===== config.mk =====
export PLATFORM = sky130hd
export DESIGN_NAME = history_record_start_scanner_top_flat
export DESIGN_NICKNAME = d
export VERILOG_FILES = /design/src/hw/rtl/hrss_pkg.sv /design/src/hw/rtl/hrss_req_if.sv /design/src/hw/rtl/hrss_res_if.sv /design/src/hw/rtl/hrss_apb_regs.sv /design/src/hw/rtl/hrss_res_queue.sv /design/src/hw/rtl/hrss_scan_core.sv /design/src/hw/rtl/history_record_start_scanner_top.sv /design/src/flat_wrapper.sv
export SDC_FILE = /design/constraint.sdc
export NUM_CORES = 1
export LEC_CHECK = 0
export ABC_AREA = 1
export BUFFER_PORTS_ARGS = -buffer_cell sky130_fd_sc_hd__buf_4
export CORE_MARGIN = 2
export CORE_UTILIZATION = 31
export CTS_CLUSTER_DIAMETER = 60
export DETAILED_ROUTE_END_ITERATION = 8
export PLACE_DENSITY = 0.51
export SETUP_SLACK_MARGIN = 0.3
export SLEW_MARGIN = 20
export SYNTH_ARGS = -nofsm -noshare
export SYNTH_HDL_FRONTEND = slang
export SYNTH_HIERARCHICAL = 1
export SYNTH_SLANG_ARGS = --single-unit
export TNS_END_PERCENT = 5

===== constraint.sdc =====
create_clock -name clk -period 11.2 [get_ports clk]
set_input_delay 0 -clock clk [delete_from_list [all_inputs] [get_ports clk]]
set_output_delay 0 -clock clk [all_outputs]
set_load 0.02 [all_outputs]

===== src/hw/rtl/hrss_pkg.sv =====
// Shared constants, types and helpers for the history record start scanner.
// No dependencies; the RTL modules refer to it by scoped names.
package hrss_pkg;

    localparam int OFFSET_BITS = 32;
    localparam int STAMP_BITS  = 48;
    localparam int CUTOFF_BITS = 48;
    localparam int OUT_OFS_BITS = 32;

    // configuration port
    localparam int CFG_ADDR_BITS = 4;
    localparam int CFG_DATA_BITS = 64;
    localparam logic CFG_IDX_CUTOFF = 1'b0;

    // result queue
    localparam int QUEUE_DEPTH = 8;
    localparam int QUEUE_AW    = $clog2(QUEUE_DEPTH);
    localparam int QUEUE_CW    = QUEUE_AW + 1;

    // request kinds
    localparam logic REQ_BYTE = 1'b0;
    localparam logic REQ_END  = 1'b1;

    // stamp radix codes
    localparam logic [1:0] RADIX_DEC = 2'd0;
    localparam logic [1:0] RADIX_OCT = 2'd1;
    localparam logic [1:0] RADIX_HEX = 2'd2;

    // characters
    localparam logic [7:0] CH_NL      = 8'h0A;
    localparam logic [7:0] CH_SPACE   = 8'h20;
    localparam logic [7:0] CH_PERCENT = 8'h25;
    localparam logic [7:0] CH_COLON   = 8'h3A;
    localparam logic [7:0] CH_0       = 8'h30;
    localparam logic [7:0] CH_1       = 8'h31;
    localparam logic [7:0] CH_7       = 8'h37;
    localparam logic [7:0] CH_9       = 8'h39;
    localparam logic [7:0] CH_LO_A    = 8'h61;
    localparam logic [7:0] CH_LO_F    = 8'h66;
    localparam logic [7:0] CH_UP_A    = 8'h41;
    localparam logic [7:0] CH_UP_F    = 8'h46;
    localparam logic [7:0] CH_LO_X    = 8'h78;
    localparam logic [7:0] CH_UP_X    = 8'h58;
    localparam logic [7:0] CH_W       = 8'h77;
    localparam logic [7:0] CH_H       = 8'h68;
    localparam logic [7:0] CH_E       = 8'h65;
    localparam logic [7:0] CH_N       = 8'h6E;
    localparam logic [23:0] HEAD_DASHES = 24'h2D2D2D;
    localparam logic [23:0] HEAD_DOTS   = 24'h2E2E2E;

    typedef struct packed {
        logic [OUT_OFS_BITS-1:0] record_offset;
        logic                    scan_done;
        logic                    last_result;
    } res_t;

    // up to two results per request, in order: r0 first
    typedef struct packed {
        logic v0;
        res_t r0;
        logic v1;
        res_t r1;
    } push_t;

    function automatic logic [OUT_OFS_BITS-1:0] to_out_ofs(input logic [OFFSET_BITS-1:0] ofs);
        logic [63:0] wide;
        wide = 64'(ofs);
        return wide[OUT_OFS_BITS-1:0];
    endfunction

endpackage


===== src/hw/rtl/hrss_req_if.sv =====
// Request channel: one data byte or the end-of-region marker.
// Depends on nothing.
interface hrss_req_if;
    logic       valid;
    logic       ready;
    logic       req_type;
    logic [7:0] data_byte;

    modport source (output valid, req_type, data_byte, input ready);
    modport sink   (input valid, req_type, data_byte, output ready);
endinterface


===== src/hw/rtl/hrss_res_if.sv =====
// Result channel: record offset, end-of-scan flag and last-result flag.
// Depends on nothing.
interface hrss_res_if;
    logic        valid;
    logic        ready;
    logic [31:0] record_offset;
    logic        scan_done;
    logic        last_result;

    modport source (output valid, record_offset, scan_done, last_result, input ready);
    modport sink   (input valid, record_offset, scan_done, last_result, output ready);
endinterface


===== src/hw/rtl/hrss_apb_regs.sv =====
// APB register file holding the cutoff time.
// Depends on hrss_pkg.
module hrss_apb_regs
(
    input  logic                                 clk,
    input  logic                                 rst_n,
    input  logic                                 psel,
    input  logic                                 penable,
    input  logic                                 pwrite,
    input  logic [hrss_pkg::CFG_ADDR_BITS-1:0]   paddr,
    input  logic [hrss_pkg::CFG_DATA_BITS-1:0]   pwdata,
    output logic [hrss_pkg::CFG_DATA_BITS-1:0]   prdata,
    output logic                                 pready,
    output logic [hrss_pkg::CUTOFF_BITS-1:0]     cutoff_time
);

    logic [hrss_pkg::CUTOFF_BITS-1:0] cutoff_reg;
    logic                             reg_idx;
    logic                             wr_en;

    // registers sit at 8-byte strides
    assign reg_idx = paddr[3];
    assign wr_en   = psel && penable && pwrite && (reg_idx == hrss_pkg::CFG_IDX_CUTOFF);
    assign pready  = 1'b1;

    always_ff @(posedge clk or negedge rst_n)
    begin
        if (!rst_n)
        begin
            cutoff_reg <= '0;
        end
        else if (wr_en)
        begin
            cutoff_reg <= pwdata[hrss_pkg::CUTOFF_BITS-1:0];
        end
    end

    always_comb
    begin
        prdata = '0;
        if (reg_idx == hrss_pkg::CFG_IDX_CUTOFF)
        begin
            prdata = hrss_pkg::CFG_DATA_BITS'(cutoff_reg);
        end
    end

    assign cutoff_time = cutoff_reg;

endmodule


===== src/hw/rtl/hrss_res_queue.sv =====
// Result queue: takes up to two results per cycle, hands out one.
// Depends on hrss_pkg.
module hrss_res_queue
(
    input  logic                          clk,
    input  logic                          rst_n,
    input  hrss_pkg::push_t               push,
    output logic [hrss_pkg::QUEUE_CW-1:0] count,
    output logic                          out_valid,
    input  logic                          out_ready,
    output hrss_pkg::res_t                out_res
);

    hrss_pkg::res_t                mem [hrss_pkg::QUEUE_DEPTH];
    logic [hrss_pkg::QUEUE_AW-1:0] head_reg;
    logic [hrss_pkg::QUEUE_AW-1:0] tail_reg;
    logic [hrss_pkg::QUEUE_CW-1:0] count_reg;
    logic [hrss_pkg::QUEUE_AW-1:0] tail_p1;
    logic                          pop;
    logic [hrss_pkg::QUEUE_CW-1:0] n_push;

    assign pop     = out_valid && out_ready;
    assign tail_p1 = tail_reg + hrss_pkg::QUEUE_AW'(1);
    assign n_push  = hrss_pkg::QUEUE_CW'(push.v0) + hrss_pkg::QUEUE_CW'(push.v1);

    always_ff @(posedge clk)
    begin
        if (push.v0)
        begin
            mem[tail_reg] <= push.r0;
        end
        if (push.v1)
        begin
            mem[tail_p1] <= push.r1;
        end
    end

    always_ff @(posedge clk or negedge rst_n)
    begin
        if (!rst_n)
        begin
            head_reg  <= '0;
            tail_reg  <= '0;
            count_reg <= '0;
        end
        else
        begin
            if (pop)
            begin
                head_reg <= head_reg + hrss_pkg::QUEUE_AW'(1);
            end
            tail_reg  <= tail_reg + n_push[hrss_pkg::QUEUE_AW-1:0];
            count_reg <= count_reg + n_push - hrss_pkg::QUEUE_CW'(pop);
        end
    end

    assign count     = count_reg;
    assign out_valid = (count_reg != '0);
    assign out_res   = mem[head_reg];

endmodule


===== src/hw/rtl/hrss_scan_core.sv =====
// Input register, line/stamp state and per-byte scan logic.
// Depends on hrss_pkg; pushes results into hrss_res_queue.
module hrss_scan_core
(
    input  logic                              clk,
    input  logic                              rst_n,
    input  logic                              in_valid,
    output logic                              in_ready,
    input  logic                              in_req_type,
    input  logic [7:0]                        in_data_byte,
    input  logic [hrss_pkg::CUTOFF_BITS-1:0]  cutoff_time,
    input  logic [hrss_pkg::QUEUE_CW-1:0]     queue_count,
    output hrss_pkg::push_t                   push
);

    localparam int OB = hrss_pkg::OFFSET_BITS;
    localparam int SB = hrss_pkg::STAMP_BITS;
    localparam int CMPW = (SB > hrss_pkg::CUTOFF_BITS) ? SB : hrss_pkg::CUTOFF_BITS;

    typedef enum logic [3:0] {
        PH_LEAD    = 4'd0,
        PH_KEY_H   = 4'd1,
        PH_KEY_E   = 4'd2,
        PH_KEY_N   = 4'd3,
        PH_KEY_COL = 4'd4,
        PH_GAP     = 4'd5,
        PH_ZERO    = 4'd6,
        PH_HEXMARK = 4'd7,
        PH_DIGITS  = 4'd8,
        PH_DONE    = 4'd9,
        PH_FAIL    = 4'd10
    } phase_t;

    // input stage
    logic       stg_valid_reg;
    logic       stg_type_reg;
    logic [7:0] stg_byte_reg;

    // scan state
    logic [OB-1:0] byte_pos_reg,   byte_pos_next;
    logic [OB-1:0] row_start_reg,  row_start_next;
    logic [1:0]    row_len_reg,    row_len_next;
    logic [23:0]   line_head_reg,  line_head_next;
    logic          pend_reg,       pend_next;
    logic [OB-1:0] pend_ofs_reg,   pend_ofs_next;
    phase_t        phase_reg,      phase_next;
    logic [1:0]    radix_reg,      radix_next;
    logic [SB-1:0] value_reg,      value_next;

    logic          accept;
    logic [hrss_pkg::QUEUE_CW:0] space_need;

    logic [7:0]    c;
    logic [OB-1:0] pos_p1;
    logic          is_dec, is_lo, is_up;
    logic [3:0]    dec_val, hex_val;
    logic          hex_ok;
    logic          dig_ok;
    logic [3:0]    dig_val;
    logic [SB+3:0] acc_prod;
    logic [SB+3:0] acc_sum;
    logic [SB-1:0] acc_val;
    logic          space_led;
    logic          stamp_ok;
    logic          below_cutoff;
    logic          is_start;
    logic          e0_v, e1_v;
    logic [OB-1:0] e0_ofs, e1_ofs;
    logic          e1_done;

    // worst case: the staged request and the incoming one each give two results
    assign space_need = (hrss_pkg::QUEUE_CW+1)'(queue_count)
                      + (stg_valid_reg ? (hrss_pkg::QUEUE_CW+1)'(2) : '0);
    assign in_ready   = (space_need <= (hrss_pkg::QUEUE_CW+1)'(hrss_pkg::QUEUE_DEPTH - 2));
    assign accept     = in_valid && in_ready;

    always_ff @(posedge clk or negedge rst_n)
    begin
        if (!rst_n)
        begin
            stg_valid_reg <= 1'b0;
        end
        else
        begin
            stg_valid_reg <= accept;
        end
    end

    always_ff @(posedge clk)
    begin
        if (accept)
        begin
            stg_type_reg <= in_req_type;
            stg_byte_reg <= in_data_byte;
        end
    end

    // digit decode
    assign c       = stg_byte_reg;
    assign pos_p1  = byte_pos_reg + OB'(1);
    assign is_dec  = (c >= hrss_pkg::CH_0) && (c <= hrss_pkg::CH_9);
    assign is_lo   = (c >= hrss_pkg::CH_LO_A) && (c <= hrss_pkg::CH_LO_F);
    assign is_up   = (c >= hrss_pkg::CH_UP_A) && (c <= hrss_pkg::CH_UP_F);
    assign dec_val = 4'(c - hrss_pkg::CH_0);
    assign hex_ok  = is_dec || is_lo || is_up;

    always_comb
    begin
        if (is_dec)
        begin
            hex_val = dec_val;
        end
        else if (is_lo)
        begin
            hex_val = 4'(c - hrss_pkg::CH_LO_A + 8'd10);
        end
        else
        begin
            hex_val = 4'(c - hrss_pkg::CH_UP_A + 8'd10);
        end
    end

    // digit of the current radix and saturating accumulate
    always_comb
    begin
        dig_val  = dec_val;
        acc_prod = '0;
        case (radix_reg)
            hrss_pkg::RADIX_DEC:
            begin
                dig_ok   = is_dec;
                acc_prod = ((SB+4)'(value_reg) << 3) + ((SB+4)'(value_reg) << 1);
            end
            hrss_pkg::RADIX_OCT:
            begin
                dig_ok   = is_dec && (c <= hrss_pkg::CH_7);
                acc_prod = (SB+4)'(value_reg) << 3;
            end
            hrss_pkg::RADIX_HEX:
            begin
                dig_ok   = hex_ok;
                dig_val  = hex_val;
                acc_prod = (SB+4)'(value_reg) << 4;
            end
            default:
            begin
                dig_ok = 1'b0;
            end
        endcase
        acc_sum = acc_prod + (SB+4)'(dig_val);
        if (acc_sum[SB+3:SB] != 4'd0)
        begin
            acc_val = '1;
        end
        else
        begin
            acc_val = acc_sum[SB-1:0];
        end
    end

    assign space_led    = (row_len_reg != 2'd0) && (line_head_reg[7:0] == hrss_pkg::CH_SPACE);
    assign stamp_ok     = ((phase_reg == PH_DIGITS) || (phase_reg == PH_DONE))
                        && (value_reg != '0);
    assign below_cutoff = (CMPW'(value_reg) < CMPW'(cutoff_time));
    assign is_start     = (row_len_reg == 2'd3)
                        && (line_head_reg[7:0] != hrss_pkg::CH_PERCENT)
                        && (line_head_reg != hrss_pkg::HEAD_DASHES)
                        && (line_head_reg != hrss_pkg::HEAD_DOTS);

    always_comb
    begin
        logic [23:0] head_tmp;

        head_tmp        = line_head_reg;
        byte_pos_next   = byte_pos_reg;
        row_start_next  = row_start_reg;
        row_len_next    = row_len_reg;
        line_head_next  = line_head_reg;
        pend_next       = pend_reg;
        pend_ofs_next   = pend_ofs_reg;
        phase_next      = phase_reg;
        radix_next      = radix_reg;
        value_next      = value_reg;
        e0_v            = 1'b0;
        e0_ofs          = pend_ofs_reg;
        e1_v            = 1'b0;
        e1_ofs          = row_start_reg;
        e1_done         = 1'b0;

        if (stg_valid_reg)
        begin
            if (stg_type_reg == hrss_pkg::REQ_END)
            begin
                e0_v            = pend_reg;
                e1_v            = 1'b1;
                e1_ofs          = '0;
                e1_done         = 1'b1;
                byte_pos_next   = '0;
                row_start_next  = '0;
                row_len_next    = '0;
                line_head_next  = '0;
                pend_next       = 1'b0;
                phase_next      = PH_LEAD;
                radix_next      = hrss_pkg::RADIX_DEC;
                value_next      = '0;
            end
            else if (c == hrss_pkg::CH_NL)
            begin
                if (space_led)
                begin
                    if (pend_reg && stamp_ok)
                    begin
                        pend_next = 1'b0;
                        e0_v      = (cutoff_time == '0) || below_cutoff;
                    end
                end
                else
                begin
                    e0_v = pend_reg;
                    pend_next = 1'b0;
                    if (is_start)
                    begin
                        if (cutoff_time != '0)
                        begin
                            pend_next     = 1'b1;
                            pend_ofs_next = row_start_reg;
                        end
                        else
                        begin
                            e1_v = 1'b1;
                        end
                    end
                end
                row_start_next  = pos_p1;
                row_len_next    = '0;
                line_head_next  = '0;
                phase_next      = PH_LEAD;
                radix_next      = hrss_pkg::RADIX_DEC;
                value_next      = '0;
                byte_pos_next   = pos_p1;
            end
            else
            begin
                if (row_len_reg != 2'd3)
                begin
                    case (row_len_reg)
                        2'd0:    head_tmp[7:0]   = c;
                        2'd1:    head_tmp[15:8]  = c;
                        default: head_tmp[23:16] = c;
                    endcase
                    row_len_next = row_len_reg + 2'd1;
                end
                line_head_next = head_tmp;
                byte_pos_next  = pos_p1;

                if (head_tmp[7:0] == hrss_pkg::CH_SPACE)
                begin
                    case (phase_reg)
                        PH_LEAD:
                        begin
                            if (c == hrss_pkg::CH_W)
                            begin
                                phase_next = PH_KEY_H;
                            end
                            else if (c != hrss_pkg::CH_SPACE)
                            begin
                                phase_next = PH_FAIL;
                            end
                        end
                        PH_KEY_H:
                        begin
                            phase_next = (c == hrss_pkg::CH_H) ? PH_KEY_E : PH_FAIL;
                        end
                        PH_KEY_E:
                        begin
                            phase_next = (c == hrss_pkg::CH_E) ? PH_KEY_N : PH_FAIL;
                        end
                        PH_KEY_N:
                        begin
                            phase_next = (c == hrss_pkg::CH_N) ? PH_KEY_COL : PH_FAIL;
                        end
                        PH_KEY_COL:
                        begin
                            phase_next = (c == hrss_pkg::CH_COLON) ? PH_GAP : PH_FAIL;
                        end
                        PH_GAP:
                        begin
                            if (c == hrss_pkg::CH_0)
                            begin
                                value_next = '0;
                                phase_next = PH_ZERO;
                            end
                            else if ((c >= hrss_pkg::CH_1) && (c <= hrss_pkg::CH_9))
                            begin
                                radix_next = hrss_pkg::RADIX_DEC;
                                value_next = SB'(dec_val);
                                phase_next = PH_DIGITS;
                            end
                            else if (c != hrss_pkg::CH_SPACE)
                            begin
                                phase_next = PH_FAIL;
                            end
                        end
                        PH_ZERO:
                        begin
                            if ((c == hrss_pkg::CH_LO_X) || (c == hrss_pkg::CH_UP_X))
                            begin
                                radix_next = hrss_pkg::RADIX_HEX;
                                phase_next = PH_HEXMARK;
                            end
                            else if (is_dec && (c <= hrss_pkg::CH_7))
                            begin
                                radix_next = hrss_pkg::RADIX_OCT;
                                value_next = SB'(dec_val);
                                phase_next = PH_DIGITS;
                            end
                            else
                            begin
                                phase_next = PH_DONE;
                            end
                        end
                        PH_HEXMARK:
                        begin
                            if (hex_ok)
                            begin
                                value_next = SB'(hex_val);
                                phase_next = PH_DIGITS;
                            end
                            else
                            begin
                                phase_next = PH_DONE;
                            end
                        end
                        PH_DIGITS:
                        begin
                            if (dig_ok)
                            begin
                                value_next = acc_val;
                            end
                            else
                            begin
                                phase_next = PH_DONE;
                            end
                        end
                        default:
                        begin
                            phase_next = phase_reg;
                        end
                    endcase
                end
            end
        end
    end

    always_ff @(posedge clk or negedge rst_n)
    begin
        if (!rst_n)
        begin
            byte_pos_reg   <= '0;
            row_start_reg  <= '0;
            row_len_reg    <= '0;
            line_head_reg  <= '0;
            pend_reg       <= 1'b0;
            phase_reg      <= PH_LEAD;
            radix_reg      <= hrss_pkg::RADIX_DEC;
            value_reg      <= '0;
        end
        else
        begin
            byte_pos_reg   <= byte_pos_next;
            row_start_reg  <= row_start_next;
            row_len_reg    <= row_len_next;
            line_head_reg  <= line_head_next;
            pend_reg       <= pend_next;
            phase_reg      <= phase_next;
            radix_reg      <= radix_next;
            value_reg      <= value_next;
        end
    end

    always_ff @(posedge clk)
    begin
        pend_ofs_reg <= pend_ofs_next;
    end

    // pack results in order, first one always in slot 0
    always_comb
    begin
        push = '0;
        if (e0_v)
        begin
            push.v0               = 1'b1;
            push.r0.record_offset = hrss_pkg::to_out_ofs(e0_ofs);
            push.r0.scan_done     = 1'b0;
            push.r0.last_result   = !e1_v;
            push.v1               = e1_v;
            push.r1.record_offset = hrss_pkg::to_out_ofs(e1_ofs);
            push.r1.scan_done     = e1_done;
            push.r1.last_result   = 1'b1;
        end
        else if (e1_v)
        begin
            push.v0               = 1'b1;
            push.r0.record_offset = hrss_pkg::to_out_ofs(e1_ofs);
            push.r0.scan_done     = e1_done;
            push.r0.last_result   = 1'b1;
        end
    end

endmodule


===== src/hw/rtl/history_record_start_scanner_top.sv =====
// A request is registered in an input stage; its results are then written into
// the result queue, whose head drives the result channel.
// Throughput: one request per cycle; the result queue (8 entries) throttles
// requests when the downstream side stalls or requests yield two results.
// Reset (rst_n, async, active low): scan state cleared, offset 0, no pending
// record, queue empty, cutoff_time 0. Depends on hrss_pkg, both interfaces.
module history_record_start_scanner_top
(
    input  logic                               clk,
    input  logic                               rst_n,
    hrss_req_if.sink                           req_ch,
    hrss_res_if.source                         res_ch,
    input  logic                               psel,
    input  logic                               penable,
    input  logic                               pwrite,
    input  logic [hrss_pkg::CFG_ADDR_BITS-1:0] paddr,
    input  logic [hrss_pkg::CFG_DATA_BITS-1:0] pwdata,
    output logic [hrss_pkg::CFG_DATA_BITS-1:0] prdata,
    output logic                               pready
);

    logic [hrss_pkg::CUTOFF_BITS-1:0] cutoff_time;
    logic [hrss_pkg::QUEUE_CW-1:0]    queue_count;
    hrss_pkg::push_t                  push;
    hrss_pkg::res_t                   out_res;

    hrss_apb_regs u_regs
    (
        .clk         (clk),
        .rst_n       (rst_n),
        .psel        (psel),
        .penable     (penable),
        .pwrite      (pwrite),
        .paddr       (paddr),
        .pwdata      (pwdata),
        .prdata      (prdata),
        .pready      (pready),
        .cutoff_time (cutoff_time)
    );

    hrss_scan_core u_core
    (
        .clk          (clk),
        .rst_n        (rst_n),
        .in_valid     (req_ch.valid),
        .in_ready     (req_ch.ready),
        .in_req_type  (req_ch.req_type),
        .in_data_byte (req_ch.data_byte),
        .cutoff_time  (cutoff_time),
        .queue_count  (queue_count),
        .push         (push)
    );

    hrss_res_queue u_queue
    (
        .clk       (clk),
        .rst_n     (rst_n),
        .push      (push),
        .count     (queue_count),
        .out_valid (res_ch.valid),
        .out_ready (res_ch.ready),
        .out_res   (out_res)
    );

    assign res_ch.record_offset = out_res.record_offset;
    assign res_ch.scan_done     = out_res.scan_done;
    assign res_ch.last_result   = out_res.last_result;

endmodule

===== src/flat_wrapper.sv =====
// flat-port wrapper written by rule: the top's interface ports become plain ports
module history_record_start_scanner_top_flat 
  (clk, rst_n, psel, penable, pwrite, paddr, pwdata, prdata, pready, req_ch_valid, req_ch_req_type, req_ch_data_byte, req_ch_ready, res_ch_valid, res_ch_record_offset, res_ch_scan_done, res_ch_last_result, res_ch_ready);
  hrss_req_if req_ch_i ();
  hrss_res_if res_ch_i ();
  input  logic clk;
  input  logic rst_n;
  input  logic psel;
  input  logic penable;
  input  logic pwrite;
  input  logic [hrss_pkg::CFG_ADDR_BITS-1:0] paddr;
  input  logic [hrss_pkg::CFG_DATA_BITS-1:0] pwdata;
  output logic [hrss_pkg::CFG_DATA_BITS-1:0] prdata;
  output logic pready;
  input wire logic [$bits(req_ch_i.valid)-1:0] req_ch_valid;
  input wire logic [$bits(req_ch_i.req_type)-1:0] req_ch_req_type;
  input wire logic [$bits(req_ch_i.data_byte)-1:0] req_ch_data_byte;
  output wire logic [$bits(req_ch_i.ready)-1:0] req_ch_ready;
  output wire logic [$bits(res_ch_i.valid)-1:0] res_ch_valid;
  output wire logic [$bits(res_ch_i.record_offset)-1:0] res_ch_record_offset;
  output wire logic [$bits(res_ch_i.scan_done)-1:0] res_ch_scan_done;
  output wire logic [$bits(res_ch_i.last_result)-1:0] res_ch_last_result;
  input wire logic [$bits(res_ch_i.ready)-1:0] res_ch_ready;
  assign req_ch_i.valid = req_ch_valid;
  assign req_ch_i.req_type = req_ch_req_type;
  assign req_ch_i.data_byte = req_ch_data_byte;
  assign req_ch_ready = req_ch_i.ready;
  assign res_ch_valid = res_ch_i.valid;
  assign res_ch_record_offset = res_ch_i.record_offset;
  assign res_ch_scan_done = res_ch_i.scan_done;
  assign res_ch_last_result = res_ch_i.last_result;
  assign res_ch_i.ready = res_ch_ready;
  history_record_start_scanner_top u_core (.clk(clk), .rst_n(rst_n), .req_ch(req_ch_i), .res_ch(res_ch_i), .psel(psel), .penable(penable), .pwrite(pwrite), .paddr(paddr), .pwdata(pwdata), .prdata(prdata), .pready(pready));
endmodule

# == Word level (Yosys, flattened, before mapping) ==
# Memories as Yosys holds them, arrays and structs flattened.
# Index checks and enable logic that the tools add are counted.
# word_totals
register_bits,245
latch_bits,0
ram_bits,272
romBits,0
input_bits,84
output_inout_bits,101
elab_cells,222
mem_count,1
# classes
n_addsub,16
multipliers,0
div,0
magnitude_cmp,10
n_eq_ne,42
n_shift,0
mux,85
bitwise_logic,3
n_reduce_logical,47
# memory_table
name,words,width,read_ports,rd_clocked_by_memory_dff,wr,line,rtl
u_core.u_queue.mem,8,34,1,0,2,hrss_res_queue.sv:14,hrss_pkg::res_t mem [hrss_pkg::QUEUE_DEPTH];
# op_table
operator,count
$mux W48,11
$pmux W48 S4,1
$mux W32,5
$pmux W52 S3,1
$mux W24,6
$mux W35,3
$reduce_bool A48 Y1,2
$mux W4,16
$add A51 B49 Y52,1
$add A52 B4 Y52,1
$eq A8 B7 Y1 const B,6
$logic_not A48 Y1,1
$lt A48 B48 Y1,1
$ne A24 B22 Y1 const B,2
$pmux W4 S9,1
$add A32 B1 Y32 const B,1
$eq A8 B6 Y1 const B,4
$mux W1,25
$mux W8,3
$mux W2,11
$ne A4 B4 Y1 const B,5
$eq A4 B3 Y1 const B,4
$ge A8 B6 Y1 const B,2
$ge A8 B7 Y1 const B,2
other kinds (44),88

# == Longest topological paths before layout ==
# Gate-level depths: netlist (run 1).
# depth
word_depth,14
ltp_mapped,35
ltp_nobuf,33

# == Cells and area by module ==
# The synthesis (run 1) kept the hierarchy.
# modules_own_cells
module,instances,cells_each,area_per_inst_um2,seq_area_each_um2
hrss_scan_core,1,2799,17551.8,4884.7
hrss_res_queue,1,2263,17164.0,8418.1
hrss_apb_regs,1,332,2428.6,1201.2

# == Worst setup path after synthesis (run 1) ==
# Ideal clock, no wire load.
# synth_path
path_type,flip-flop to flip-flop
from,reg u_core.u_core.value_reg[3]
to,mem u_core/u_queue/mem[3][0] in the netlist's numbering (enable)
setup_ps,472
arrival_ps,4915
t_required_ps,10728
setup_slack_ps,5813
stages_incl_launch_ff,19
n_path_buf,1
period_less_slack_ps,5387
path_cell_list,dfrtp_1 > ha_1 > a21oi_1 > o21ai_0 > nand2_1 > o211ai_1 > a21oi_1 > o221ai_1 > a31oi_1 > nor2_1 > o21ai_0 > nand2_1 > nand2_1 > clkinv_1 > clkbuf_1 > ha_1 > inv_1 > nand2_1 > o21ai_0
# synth_rtl
item,line,rtl
"start, declared",hrss_scan_core.sv:48,"logic [SB-1:0] value_reg, value_next;"
"start signal, assigned",hrss_scan_core.sv:377,value_reg <= value_next;
"end, declared",hrss_res_queue.sv:14,

==> results of run 1 <==
[worst max-delay path, delay by kind of cell, from the launching register on]
| family | cells | cell delay [ns] |
|---|---|---|
| buffers and inverters | 6 | 2.71 |
| AO/OA/AOI/OAI | 1 | 0.39 |
| AND/OR/NAND/NOR | 7 | 1.68 |
| flip-flops | 1 | 0.48 |
| adder cells (fa/ha/maj) | 2 | 0.56 |
[cell families (layout without fill, tap and decap cells)]
kind of cell,Yosys count,in the layout
AND/OR/NAND/NOR,3064,3064
adder cells (fa/ha/maj),123,123
XOR/XNOR,49,49
multiplexers,10,10
other,2,17
AO/OA/AOI/OAI,431,431
buffers and inverters,1198,1256
flip-flops,517,517
[layer usage]
layer | track usage [%] | up-vias | share of wire, % | routed length [um]
met4 | 6.589 | 0 | 2.7 | 3522
li1 | - | 17350 | - | -
met5 | 0 | - | 0 | 0
met3 | 3.504 | 207 | 6.8 | 8940
met2 | 35.20 | 1106 | 46 | 61000
met1 | 28.22 | 16560 | 44 | 58040
[cell type report]
class | instances | area share [%]
timing repair buffer | 263 | 5.096
sequential | 517 | 34.16
multi-input combinational | 3694 | 42.34
inverter | 858 | 7.611
tap | 1600 | 4.713
clock inverter | 42 | 1.205
clock buffer | 93 | 4.872
[how the worst min path moves through the flow]
| stage | start | to |
|---|---|---|
| 3_5_place_dp | rst_n | u_core/u_regs/cutoff_time[43] |
| 2_1_floorplan | rst_n | u_core/u_core/byte_pos_reg[0] |
| 5_1_grt | req_ch_req_type | u_core/u_core/stg_type_reg |
| 6_report | rst_n | u_core/u_regs/cutoff_time[43] |
| 4_1_cts | rst_n | u_core/u_regs/cutoff_time[0] |
| 3_3_place_gp | rst_n | u_core/u_regs/cutoff_time[43] |
[Yosys cell counts, types with 3 or more instances]
| master | count | area (um^2) |
|---|---|---|
| nor3_1 | 61 | 305.3 |
| buf_6 | 4 | 45.04 |
| buf_1 | 23 | 86.33 |
| buf_2 | 175 | 875.8 |
| nand3_1 | 362 | 1812 |
| a211oi_1 | 3 | 22.52 |
| edfxtp_1 | 313 | 9399 |
| o21bai_2 | 3 | 33.78 |
| nand2_1 | 1911 | 7173 |
| and3_1 | 4 | 25.02 |
| nand4_1 | 332 | 2077 |
| inv_2 | 12 | 45.04 |
| mux2_2 | 10 | 112.6 |
| ha_1 | 119 | 1489 |
| xnor2_1 | 24 | 210.2 |
| a21oi_1 | 86 | 430.4 |
| nand3_2 | 9 | 90.09 |
| o22ai_1 | 56 | 350.3 |
| o21ai_0 | 218 | 1091 |
| o221ai_1 | 3 | 26.28 |
| or2_2 | 5 | 31.28 |
| xor2_1 | 25 | 219.0 |
| nand2_2 | 7 | 43.79 |
| o21ai_1 | 23 | 115.1 |
| inv_1 | 839 | 3149 |
| nor2_2 | 17 | 106.4 |
| nor2_4 | 4 | 45.04 |
| nor4_1 | 32 | 200.2 |
| o2111ai_1 | 3 | 26.28 |
| buf_4 | 29 | 217.7 |
| nand3b_1 | 12 | 90.09 |
| clkbuf_1 | 109 | 409.1 |
| fa_1 | 4 | 80.08 |
| o21bai_1 | 10 | 75.07 |
| o211ai_1 | 8 | 60.06 |
| o31ai_1 | 5 | 37.54 |
| clkinv_1 | 7 | 26.28 |
| dfrtp_1 | 204 | 5105 |
| nor2_1 | 294 | 1104 |
| nand3_4 | 5 | 87.58 |
[report_power, final]
part	total, mW	internal (mW)	switching, mW
combinational	3.14	0.815	2.33
sequential	2.41	2.21	0.201
clock	2.44	1.45	0.988
[timing repair]
action                                 in CTS  in global routing
endpoints found under the hold margin     156                  0
resized for setup                           0                  0
hold buffers                               60                  0
[through the flow]
stage / setup slack (ns) / cells / instance area [um^2] / hold slack, ns
floorplan: 5.813 / 5409 / 37200 / -0.2956
global placement: 4.610 / 6870 / 39240 / 0.1116
detailed placement: 4.598 / 6870 / 39240 / 0.1098
CTS: 4.584 / 7065 / 42430 / 0.002011
global route: 4.484 / 7067 / 42480 / 0.03200
finish: 4.908 / 7067 / 42480 / -0.002620
==> flow_metrics.tcl, run 1 <==
set metrics [dict create \
    async_flop_share_pct 39.46 \
    crit_path_end_kind "flip-flop" \
    synth.area.mux_share_pct 0.3032 \
    grt_pass1_wl_um 201300 \
    yosysSeqAreaShare_pct 39.05 \
    io_buffers 148 \
    place_hpwl_um 86470 \
    totalWireLength_um 131500 \
    firstDrtPassIters 6 \
    drive_gt1_share_pct 7.719 \
    largest_reg_flops 272 \
    worstPathRequired_ns 11.49 \
    synth-adder-area-share_pct 4.224 \
    ant_nets 0 \
    tightest_slew_ns 1.240 \
    powerDensity_mw_per_mm2 188.2 \
    violations "negative hold slack" \
    die_h_um 350.2 \
    num_io_pins 185 \
    regArea_mm2 0.01451 \
    worstSetupPathType "reg -> reg" \
    crit_path_top_delay_cell "nand3_4" \
    endpoint "u_core/u_queue/mem[4][30]" \
    core_area_mm2 0.1184 \
    start_util_pct 31.37 \
    grt_max_degree 89 \
    fillCellCount 12510 \
    synth_top_family_by_area "simple AND/OR/NAND/NOR gates" \
    p_total_mw 7.995 \
    cts_made_buffers 76 \
    clockBufferDepth 3 \
    cp_common_cell "buf_4" \
    cp-start-kind "flip-flop" \
    crit_start "u_core/u_core/c[0]" \
    yosysWarnings 6 \
    final_cell_mix "1910 x nand2_1, 838 x inv_1, 362 x nand3_1" \
    skew_ns 0.04949 \
    synth_area_mm2 0.03714 \
    drt-vias-per-instance 4.984 \
    cts_tree "done" \
    synth-seq-cells 517 \
    peakVddDrop_mv 0.2246 \
    r2r_cells 16 \
    die_w_um 350.2 \
    path_cells "clkinv_1, ha_1, nand3_1, nor2_1, nand3_1, nor3b_2, buf_4, nor2_1, inv_1, ha_1, nand2_1, inv_4, buf_4, nand3_4, o21ai_4, buf_4" \
    path_max_fanout 46 \
    vias 35220 \
    yosys.cell_types.count 57 \
    r2r_slack_ns 4.91 \
    ys.flop_type "edfxtp_1" \
    path_clk_slew_ns 0.06 \
    synth_compound_area_share_pct 6.393 \
    insertedDiodeCount 0 \
    rows 126 \
    postLayoutCoreUtil_pct 35.88 \
    fin_setup_tns_ns 0 \
    slew_viol_final 0 \
    hold_viol_final 1 \
    status "complete, but fails checks" \
    arrival_ns 6.58 \
    gr-total-overflow 0 \
    maxSlewHeadroom_pct 16.48 \
    synth.avg_cell_area_um2 6.886 \
    r2r-start "u_core/u_core/c[0]" \
    hold_ws_ns -0.002620 \
    r2r-end "u_core/u_queue/mem[4][30]" \
    post_cts_buffers 0 \
    fmax_mhz 158.9 \
    drv_cap 0 \
    multi_input_area_mm2 0.01799 \
    place.gp.congestion 0.9307 \
    synthSimpleGateAreaFrac_pct 35.79 \
    synthCells 5394 \
    final_common_cell "nand2_1" \
    synth_edf_count 313 \
    leakagePower_nw 20.72 \
    synth_xor_area_share_pct 1.155 \
    fin_crit_ns 6.292 \
    drtIter0Drc 2949 \
    grt_pass1_vias 33500 \
    nNetsFinal 5617 \
    cts.sinks 517 \
    worstSkewPairLatency_ns 0.68 \
    wl_per_cell_um 18.61 \
    grt_antenna_before_repair 2 \
    rsz0062_at_grt "no" \
    critPathMaxStageDelay_ns 0.62 \
    synthToLayoutAreaGrowth_pct 14.36 \
    setup_violations 0 \
    die_area_mm2 0.1226 \
    root_buffer "clkbuf_16" \
    min_path_type "in -> async" \
    final.period_utilization_pct 56.18 \
    cts.htree.levels 3 \
    drcViolationCount 0 \
    track_usage_pct 21.24 \
]
No activity file was read; power rests on OpenSTA's default activity.
==> inputs of run 2 (changes only) <==
ABC_AREA = 0   (was 1)
clock period = 6.4 ns   (was 11.2 ns; I/O delays follow)
==> run 2 against run 1 <==
Against the previous run:
- the run now ends clean
- clock power grew 57%
- hold slack improved by 0.014 ns
- cell area fell by 10%
- count of clock-buffer cells in the layout fell by 2
- synthesized area fell by 12%
- flip-flop and latch count is the same
- sequential power up 80%
- critical endpoint is now u_core/u_core/value_reg[44]
- largest power group is now sequential cells
==> flow_metrics.tcl, run 2 <==
set metrics [dict create \
    synth_most_common_cell "mux2_2" \
    synth-seq-cells 517 \
    die_h_um 329.0 \
    status "completed" \
    final.period_utilization_pct 87.98 \
    yosysTopAreaCellShare_pct 28.70 \
    powerDensity_mw_per_mm2 300.7 \
    r2r_slack_ns 0.77 \
    nNetsFinal 3312 \
    grt_antenna_before_repair 4 \
    r2r_cells 19 \
    crit_path_end_kind "flip-flop" \
    synthToLayoutAreaGrowth_pct 16.58 \
    maxSlewHeadroom_pct 22.82 \
    vias 24490 \
    yosysWarnings 6 \
    grt_pass1_vias 24500 \
    slew_viol_final 0 \
    synth_edf_count 313 \
    die_area_mm2 0.1083 \
    min_path_type "in -> async" \
    ys.flop_type "edfxtp_1" \
    fin_crit_ns 5.631 \
    hold_viol_final 0 \
    cts_resized 0 \
    gr-total-overflow 0 \
    peakVddDrop_mv 0.3627 \
    cts_made_buffers 69 \
    r2r-end "u_core/u_core/value_reg[44]" \
    setup_violations 0 \
    skew_ns 0.03667 \
    fin_setup_tns_ns 0 \
    drive_gt1_share_pct 25.51 \
    drv_cap 0 \
    grt_max_degree 107 \
    worstSkewPairLatency_ns 0.64 \
    worstSetupPathType "reg -> reg" \
    yosysSeqAreaShare_pct 44.29 \
    num_io_pins 185 \
    rsz0062_at_grt "no" \
    final_cells 4554 \
    totalWireLength_um 102000 \
    fmax_mhz 177.6 \
    final_common_cell "mux2_2" \
    largest_reg_flops 272 \
    worstPathRequired_ns 6.94 \
    place.gp.congestion 0.8698 \
    post_cts_buffers 0 \
    arrival_ns 6.17 \
    r2r-start "u_core/u_core/c[1]" \
    cts.sinks 517 \
    synth_area_mm2 0.03275 \
    cts_tree "done" \
    drcViolationCount 0 \
    final_cell_mix "345 x mux2_2, 313 x edfxtp_1, 254 x nand2_1" \
    holdBufCountCts 59 \
    firstDrtPassIters 6 \
    async_flop_share_pct 39.46 \
    cp-start-kind "flip-flop" \
    path_max_fanout 19 \
    ant_nets 0 \
    synthTopCellsByCount "345 x mux2_2, 313 x edfxtp_1, 255 x nand2_1" \
    leakagePower_nw 15.75 \
    drt-vias-per-instance 5.377 \
    cts.htree.levels 3 \
    place_inst 4366 \
    tightest_slew_ns 1.153 \
    start_util_pct 31.20 \
    place_hpwl_um 67330 \
    core_area_mm2 0.1050 \
    synth_area_leaders "edfxtp_1 29%, dfrtp_1 16%, mux2_2 12%" \
    io_buffers 148 \
    die_w_um 329.0 \
    yosys.cell_types.count 105 \
    synthCells 2956 \
    path_clk_slew_ns 0.05 \
    drtIter0Drc 1810 \
    synth.avg_cell_area_um2 11.08 \
    synth_top_cell_by_area "edfxtp_1" \
    track_usage_pct 18.73 \
    rows 119 \
    wl_per_cell_um 22.40 \
    grt_pass1_wl_um 155300 \
    root_buffer "clkbuf_16" \
    clockBufferDepth 3 \
]
run 2: cell types whose count changed in the layout (fill, tap and decap cells not counted), moves of 59 or more:
| cell | delta |
|---|---|
| mux4_2 | +68 |
| nand3_1 | -280 |
| nand2_1 | -1656 |
| nor2_1 | -179 |
| nand4_1 | -280 |
| nor2b_1 | +59 |
| inv_1 | -718 |
| mux2_2 | +335 |
run 2: logic make-up (layout without fill, tap and decap cells):
group	after synthesis	after routing	share of synthesized area [%]
buffers and inverters	319	508	4.459
XOR/XNOR	99	99	2.763
flip-flops	517	517	44.29
AO/OA/AOI/OAI	619	619	12.49
AND/OR/NAND/NOR	827	827	13.19
adder cells (fa/ha/maj)	123	123	4.791
multiplexers	450	450	17.99
other	2	20	0.02293
run 2: power breakdown:
group	switching (mW)	internal (mW)	leakage [nW]
Clock	1.57	2.26	1.08
Combinational	1.84	1.48	8.99
Sequential	0.470	3.86	5.68
Total	3.88	7.60	15.7
run 2: per-layer routing:
layer | track usage (%) | share of wire (%)
met4 | 5.648 | 2.5
met2 | 30.97 | 47
met1 | 25.50 | 45
met5 | 0 | 0.016
met3 | 2.487 | 4.8
run 2: worst max path at each step:
stage / from / end / slack [ns] / cells after the start
floorplan: u_core/u_core/c[0] / u_core/u_queue/mem[0][0] / 0.30 / 17
global placement: u_core/u_core/c[0] / u_core/u_core/value_reg[44] / 0.84 / 19
finish: u_core/u_core/c[1] / u_core/u_core/value_reg[44] / 0.77 / 19
global route: u_core/u_core/c[0] / u_core/u_core/value_reg[44] / 0.35 / 19
detailed placement: u_core/u_core/c[0] / u_core/u_core/value_reg[44] / 0.78 / 19
CTS: u_core/u_core/c[0] / u_core/u_core/value_reg[44] / 0.74 / 19
run 2: area by class of cell:
type	count	area, um^2
timing repair buffer	261	2165
clock inverter	35	420.4
multi-input combinational	2135	17040
fill	10410	66790
antenna	3	7.507
inverter	121	454.2
tap	1391	1740
clock buffer	91	1841
sequential	517	14510
run 2: worst max-delay path, stage by stage (launching register included):
cell and delay (ns):
edfxtp_1 0.55, inv_1 0.18, ha_1 0.21, o21bai_1 0.08, a211o_1 0.30, or2_2 0.39
nand2_1 0.11, mux2_2 0.16, ha_1 0.18, fa_1 0.22, a21oi_1 0.10, nor2_1 0.16
nand2_1 0.12, or4_4 0.46, or3_1 0.48, nor4b_1 0.43, a31oi_1 0.18, o2111ai_1 0.50
nand3_2 0.47, o211ai_1 0.24
run 2: per-stage QoR:
stage	total power, mW	hold WS, ns	instance area [um^2]	setup slack (ns)	util [%]
after floorplan	6.502	-0.2956	32810	0.3037	-
after global placement	7.710	0.1239	35320	0.8366	33.64
after detailed placement	7.726	0.1374	35320	0.7806	33.64
after CTS	11.66	0.05915	38170	0.7362	36.36
after global routing	12.08	0.07663	38180	0.3550	36.37
final	11.48	0.01117	38180	0.7691	36.37
